## config.mk

```make
export PLATFORM = sky130hd
export DESIGN_NAME = sbq_merge
export DESIGN_NICKNAME = d
export VERILOG_FILES = /design/src/rtl/core/sbq_pkg.sv /design/src/rtl/core/sbq_merge.sv
export SDC_FILE = /design/constraint.sdc
export NUM_CORES = 1
export LEC_CHECK = 0
export BUFFER_PORTS_ARGS = -buffer_cell sky130_fd_sc_hd__clkbuf_2
export CORE_ASPECT_RATIO = 1.75
export CORE_MARGIN = 4
export CORE_UTILIZATION = 36
export DETAILED_ROUTE_END_ITERATION = 8
export PLACE_DENSITY = 0.63
export SLEW_MARGIN = 20
export SYNTH_ARGS = -nofsm -noshare
export SYNTH_HDL_FRONTEND = slang
export SYNTH_SLANG_ARGS = --single-unit
```

## constraint.sdc

```tcl
create_clock -name vclk -period 12.1
set_clock_uncertainty 0.05 [all_clocks]
set_input_delay 2.42 -clock vclk [all_inputs]
set_output_delay 2.42 -clock vclk [all_outputs]
set_load 0.005 [all_outputs]
```

## src/rtl/core/sbq_pkg.sv

```systemverilog
// Shared types, constants and helpers for the stereo biquad cascade equaliser.
`default_nettype none
package sbq_pkg;
    localparam int MAX_SECTIONS_DEF   = 8;
    localparam int CHANNEL_COUNT_DEF  = 2;
    localparam int COEF_FRAC_BITS_DEF = 28;
    localparam int SLOTS = 5;
    localparam int ACC_W = 48;
    localparam int PROD_W = 81;
    // wide enough for a shifted product plus two more terms at the smallest fraction width
    localparam int SUM_W = 64;

    typedef enum logic [1:0] {
        REQ_FRAME = 2'd0,
        REQ_COEF  = 2'd1,
        REQ_PEAK  = 2'd2,
        REQ_CLEAR = 2'd3
    } req_t;

    typedef enum logic [1:0] {
        CFG_SECTIONS = 2'd0,
        CFG_GAIN     = 2'd1,
        CFG_ENABLE   = 2'd2
    } cfg_idx_t;

    typedef enum logic [2:0] {
        SLOT_B0 = 3'd0,
        SLOT_B1 = 3'd1,
        SLOT_B2 = 3'd2,
        SLOT_A1 = 3'd3,
        SLOT_A2 = 3'd4
    } slot_t;

    // lane sequencer phases
    typedef enum logic [2:0] {
        LS_IDLE,
        LS_B0,
        LS_B1,
        LS_A1,
        LS_B2,
        LS_A2,
        LS_DONE
    } lane_st_t;

    typedef struct packed {
        logic start;
        logic clear_all;
    } lane_ctl_t;

    function automatic logic signed [ACC_W-1:0] sat48(input logic signed [SUM_W-1:0] v);
        logic signed [SUM_W-1:0] hi;
        logic signed [SUM_W-1:0] lo;
        begin
            hi = SUM_W'({1'b0, {(ACC_W-1){1'b1}}});
            lo = -hi - SUM_W'(1);
            if (v > hi)
                sat48 = hi[ACC_W-1:0];
            else if (v < lo)
                sat48 = lo[ACC_W-1:0];
            else
                sat48 = v[ACC_W-1:0];
        end
    endfunction
endpackage
`default_nettype wire

```

## src/rtl/core/sbq_merge.sv

```systemverilog
// Merge stage: round and clamp each lane result and take the frame peak.
`default_nettype none
module sbq_merge #(
    parameter int CHANNEL_COUNT = sbq_pkg::CHANNEL_COUNT_DEF
) (
    input  wire logic signed [sbq_pkg::ACC_W-1:0] y [CHANNEL_COUNT],
    output logic signed [15:0]                    pcm [CHANNEL_COUNT],
    output logic [23:0]                           frame_peak
);
    localparam int AW = sbq_pkg::ACC_W;
    logic [AW-1:0] mag [CHANNEL_COUNT];
    logic [AW-13:0] whole [CHANNEL_COUNT];
    logic [AW-12:0] rnd [CHANNEL_COUNT];

    always_comb
    begin
        frame_peak = '0;
        for (int c = 0; c < CHANNEL_COUNT; c++)
        begin
            mag[c]   = y[c][AW-1] ? AW'(-y[c]) : AW'(y[c]);
            whole[c] = mag[c][AW-1:12];
            rnd[c]   = (AW-11)'(whole[c]) + (AW-11)'(mag[c][11]);
            if (y[c][AW-1])
                pcm[c] = (rnd[c] > (AW-11)'(32768)) ? 16'sh8000 : 16'(-rnd[c]);
            else
                pcm[c] = (rnd[c] > (AW-11)'(32767)) ? 16'sh7FFF : 16'(rnd[c]);
            if (whole[c] > (AW-12)'(24'hFFFFFF))
            begin
                if (frame_peak < 24'hFFFFFF)
                    frame_peak = 24'hFFFFFF;
            end
            else if (24'(whole[c]) > frame_peak)
                frame_peak = 24'(whole[c]);
        end
    end
endmodule
`default_nettype wire

```

==> impl_results.md, run 1 <==
- Final Cycle Share: 92.46%
- Overall Global Routing Usage: 22.50%
- Logic gate share of total power: 100.0%
- Slew @ Worst Pin: 0.9098 ns
- Cells after Synth: 1,115
- CTS Hold Bufs: 0
- Number of global-route vias before repair: 8,676
- Largest net degree at the start of global routing: 55
- CP arrival: 8.72 ns
- Core Rows: 68
- Final Wtd Congestion: 0.9526
- Total grt overflow: 0
- Die height: 194.7 µm
- PostCTS Resize Cnt: 0
- Via count: 9,107
- P_sw: 152.5 µW
- Layout cells sized above 1: 19.70%
- Clock share of power: 0%
- TNS Setup: 0 ns
- VDD IR-drop max: 0.01286 mV
- Final instance area: 0.008123 mm²
- Placed cell count: 1,463
- Power density cells: 29.76 mW/mm²
- P_leak: 3.012 nW
- Mapped Nets: 1,243
- DRC Markers: 0
- Largest stage delay, worst path: 0.64 ns
- P_int: 89.25 µW
- Crit path max-delay cell type: or3_1
- Final Power: 241.7 µW
- DR vias/cell: 6.225
- Mapped Area: 0.007173 mm²
- Final Setup Violations: 0
- Switching Share: 63.07%
- Area growth syn-to-layout: 13.24%
- Drt pass-1 iters: 6
- Synth cell types: 92
- Dpl cell area: 0.008123 mm²
- WL/cell: 18.30 µm
- Drt total wl: 26,780 µm
- WS Path Type: in -> out
- Seq/Total Area, Yosys: 0%
- # IOs: 152
- CP Launch Type: input pin
- First-pass GRT wire length: 42,650 µm
- Sequential share of power: 0%
- Critical path peak fanout: 27
- Post-route minimum period: 11.19 ns
- Status: finished clean
- FMAX: 89.39 MHz
- Crit path capture type: output pin
- Mapped Avg Cell Area: 6.433 µm²
- Antenna cells: 0
- Antenna violations before repair: 0
- Hold slack: 5.343 ns
- Worst path required time: 9.63 ns
- Die X: 114.7 µm
- Synth warn: 0
- DP HPWL: 22,100 µm
- Total of max-cap violations: 0
- Core Region: 0.01965 mm²
- # nets final: 1,348
- Register area: 0 µm²
- Final hold vios: 0
- Setup Buffers After CTS: 0
- Hold Crit Class: in -> out
- Final ANT Viol Nets: 0
- Slew headroom: 38.78%
- FF+latch count: 0
- Fin. max-slew vios: 0
- Buffers on Ports: 152
- Full die area: 0.02234 mm²
- Initial Util: 36.50%
- Final cell count without fillers: 1,463
- Starting DRT DRC Count: 754
- Unrepaired setup endpoints after global routing: no
- CLK BUF: 0
## worst paths after layout
| kind | startpoint | cells past startpoint | to |
|---|---|---|---|
| max | y[63] | 25 | frame_peak[17] |
| min | y[12] | 5 | frame_peak[0] |
## logic make-up (layout without fill, tap and decap cells)
| group | after synthesis | count (layout) | share of synthesized area [%] |
|---|---|---|---|
| mux | 20 | 20 | 2.895 |
| compound gates | 297 | 297 | 29.81 |
| fa+ha+maj | 32 | 32 | 5.582 |
| buf+inv | 110 | 213 | 6.489 |
| simple gates | 549 | 549 | 42.16 |
| xor+xnor | 107 | 107 | 13.06 |
## cells in the final DEF (no fill, tap or decap), types with 15 or more instances in the layout
master,instances
clkbuf_2,152
nor2_1,103
nand2_1,98
o21ai_0,79
xnor2_1,63
nor3_1,54
nand3_1,50
xor2_1,44
and2_1,38
inv_1,36
nand4_1,35
ha_1,32
a21oi_1,31
o31ai_1,26
nor4_1,25
or4_1,23
buf_4,23
or3_1,18
and3_1,16
nand2b_1,16
a22oi_1,15
o21ai_1,15
## cell usage after synthesis (6+ instances only)
cell | number | area share [%]
nor2_1 | 103 | 5.4
clkbuf_1 | 59 | 3.1
buf_6 | 6 | 0.94
or4_1 | 23 | 2.4
nand3_1 | 50 | 3.5
xnor2_1 | 63 | 7.7
o31ai_1 | 26 | 2.7
nor4_2 | 8 | 1.4
o22ai_1 | 7 | 0.61
a31oi_1 | 9 | 0.78
xor2_1 | 44 | 5.4
mux2i_1 | 14 | 2.0
nand4b_1 | 7 | 0.85
mux2_2 | 6 | 0.94
nor3_1 | 54 | 3.8
and3_1 | 16 | 1.4
a21o_1 | 7 | 0.73
a21oi_1 | 31 | 2.2
and2_1 | 38 | 3.3
nor4_1 | 26 | 2.3
o21ai_0 | 79 | 5.5
nand4_1 | 35 | 3.1
or2_2 | 12 | 1.0
o32ai_1 | 7 | 0.85
o21ai_1 | 16 | 1.1
a211oi_1 | 8 | 0.84
nor2b_1 | 9 | 0.78
a22oi_1 | 15 | 1.6
o21a_1 | 10 | 1.0
or3_1 | 18 | 1.6
o41ai_1 | 10 | 1.2
nand2b_1 | 16 | 1.4
nand3b_1 | 9 | 0.94
nand2_1 | 98 | 5.1
ha_1 | 32 | 5.6
buf_2 | 6 | 0.42
inv_1 | 36 | 1.9
## per-stage QoR
| stage | setup slack [ns] | utilization (%) |
|---|---|---|
| 6_report | 0.9127 | 41.33 |
| 5_1_grt | 0.3762 | 41.33 |
| 4_1_cts | 0.8842 | 41.33 |
| 3_5_place_dp | 0.8997 | 41.33 |
| 2_1_floorplan | 1.493 | - |
| 3_3_place_gp | 1.020 | 41.33 |
## final cells by class
class | count | area, µm²
Fill cell | 2158 | 11530
Multi-Input combinational cell | 1005 | 6724
Timing Repair Buffer | 176 | 953.4
Tap cell | 245 | 306.5
Inverter | 37 | 138.9
## power groups by stage
| stage | clock network (mW) | logic (mW) | registers (mW) |
|---|---|---|---|
| 2_1_floorplan | 0 | 0.164 | 0 |
| 3_3_place_gp | 0 | 0.237 | 0 |
| 3_5_place_dp | 0 | 0.238 | 0 |
| 4_1_cts | 0 | 0.240 | 0 |
| 5_1_grt | 0 | 0.267 | 0 |
| 6_report | 0 | 0.242 | 0 |
## worst max-delay path: cells and delay by family
family | cells | cell delay [ns]
AO/OA/AOI/OAI | 9 | 1.67
XOR/XNOR | 1 | 0.30
adder cells (fa/ha/maj) | 1 | 0.29
buffers and inverters | 3 | 0.46
multiplexers | 1 | 0.35
AND/OR/NAND/NOR | 10 | 3.19
## per-layer routing
metal  wire (µm)  GRT usage [%]  vias up
met3        1192          1.246       77
li1            -              -     4432
met1       10040          24.73     4288
met4        1248          8.399        0
met5           0              0        -
met2       14290          43.79      310
No activity file was read; power rests on OpenSTA's default activity.
==> run 2: changes to the inputs <==
Settings changed: CORE_UTILIZATION 36 to 28, PLACE_DENSITY 0.63 to 0.53.
==> impl_results.md, run 2 (synthesis gave the netlist of run 1 again) <==
- Initial Util: 28.42% (-8.1 points)
- Final Setup Violations: 0 (unchanged)
- Overall Global Routing Usage: 18.95% (-3.6 points)
- Most common cell after layout, fill and taps aside: clkbuf_2
- Slew @ Worst Pin: 1.009 ns (+0.09949 ns)
- Crit path capture type: output pin
- Unrepaired setup endpoints after global routing: no
- Total of max-cap violations: 0 (unchanged)
- WS Path Type: in -> out
- Most used cell, CP: o21a_1
- Final hold vios: 0 (unchanged)
- Critical path peak fanout: 27 (unchanged)
- Slew headroom: 32.09% (-6.7 points)
- Number of global-route vias before repair: 8,733 (+0.66%)
- Register area: 0 µm² (unchanged)
- Final Wtd Congestion: 0.9178 (-3.7%)
- Post-route minimum period: 10.87 ns (-0.3163 ns)
- Power density cells: 29.79 mW/mm² (+0.12%)
- # IOs: 152 (unchanged)
- Via count: 9,098 (-0.099%)
- Fin. max-slew vios: 0 (unchanged)
- Delay-heaviest family, CP: simple AND/OR/NAND/NOR gates
- Crit path max-delay cell type: or3_1
- FMAX: 91.99 MHz (+2.9%)
- Die X: 129.0 µm (+12%)
- Setup Buffers After CTS: 0 (unchanged)
- Place WS: 1.287 ns (+0.3873 ns)
- Met1 Use GR: 19.90% (-4.8 points)
- CP bufs+invs: 3 (unchanged)
- PostCTS Resize Cnt: 0 (unchanged)
- Largest stage delay, worst path: 0.56 ns (-0.08 ns)
- DR vias/cell: 5.923 (-4.8%)
- First-pass GRT wire length: 44,770 µm (+5.0%)
- Final WS setup: 1.229 ns (+0.3163 ns)
- Buffers on Ports: 152 (unchanged)
- P_leak: 3.014 nW (about the same)
- DP HPWL: 23,990 µm (+8.5%)
- Worst path required time: 9.63 ns (about the same)
- Total grt overflow: 0 (unchanged)
- # nets final: 1,350 (+0.15%)
- CP Launch Type: input pin
- Starting DRT DRC Count: 828 (+9.8%)
- Antenna cells: 0 (unchanged)
- Highest-count cells in the layout ignoring fill and taps: clkbuf_2 (152), nor2_1 (103), nand2_1 (98), o21ai_0 (79), xnor2_1 (63)
- Final ANT Viol Nets: 0 (unchanged)
- WL/cell: 18.58 µm (+1.5%)
- VDD IR-drop max: 0.007620 mV (-41%)
- Hold Crit Class: in -> out
- TNS Setup: 0 ns (unchanged)
- Status: finished clean
- CP arrival: 8.40 ns (-0.32 ns)
- Area growth syn-to-layout: 14.51%
- Largest net degree at the start of global routing: 52 (-5.5%)
- CTS Hold Bufs: 0 (unchanged)
- Layout cells sized above 1: 19.84% (+0.13 points)
- Met2 GRT Util: 37.73% (-6.1 points)
- M3 GR Usage: 1.601% (+0.35 points)
- Drt total wl: 28,530 µm (+6.6%)
- Full die area: 0.02834 mm² (+27%)
- Core Rows: 77 (+13%)
- FF+latch count: 0 (unchanged)
- CLK BUF: 0 (unchanged)
- Final Cycle Share: 89.84% (-2.6 points)
- Die height: 219.7 µm (+13%)
- Antenna violations before repair: 0 (unchanged)
- Core Region: 0.02524 mm² (+28%)
- Drt pass-1 iters: 6 (unchanged)
- DRC Markers: 0 (unchanged)
- GRT busiest layer: met2
-- run 2: worst paths after layout --
path	slack, ns	to	start	cells past startpoint
max	1.23	frame_peak[18]	y[65]	25
min	5.35	frame_peak[0]	y[12]	5
-- run 2: layout make-up --
class	instances	area (µm²)
Fill cell	2804	17030
Tap cell	316	395.4
Multi-Input combinational cell	1005	6724
Timing Repair Buffer	178	955.9
Inverter	37	138.9
-- run 2: metal layers --
| metal | vias up | part of all wire (%) |
|---|---|---|
| met5 | - | 0 |
| met4 | 0 | 5.1 |
| met3 | 93 | 4.1 |
| met2 | 284 | 54 |
| met1 | 4293 | 36 |
| li1 | 4428 | - |
-- run 2: metrics by stage --
stage | area, µm² | instances | power, mW | hold WS, ns | util, %
2_1_floorplan | 7173 | 1115 | 0.1635 | 5.029 | -
3_3_place_gp | 8214 | 1536 | 0.2412 | 5.356 | 32.54
3_5_place_dp | 8214 | 1536 | 0.2423 | 5.348 | 32.54
4_1_cts | 8214 | 1536 | 0.2436 | 5.354 | 32.54
5_1_grt | 8214 | 1536 | 0.2719 | 5.419 | 32.54
6_report | 8214 | 1536 | 0.2447 | 5.348 | 32.54
-- run 2: power breakdown --
group	switching, mW	internal [mW]
logic	0.155	0.0896
registers	0	0
clock network	0	0
total	0.155	0.0896
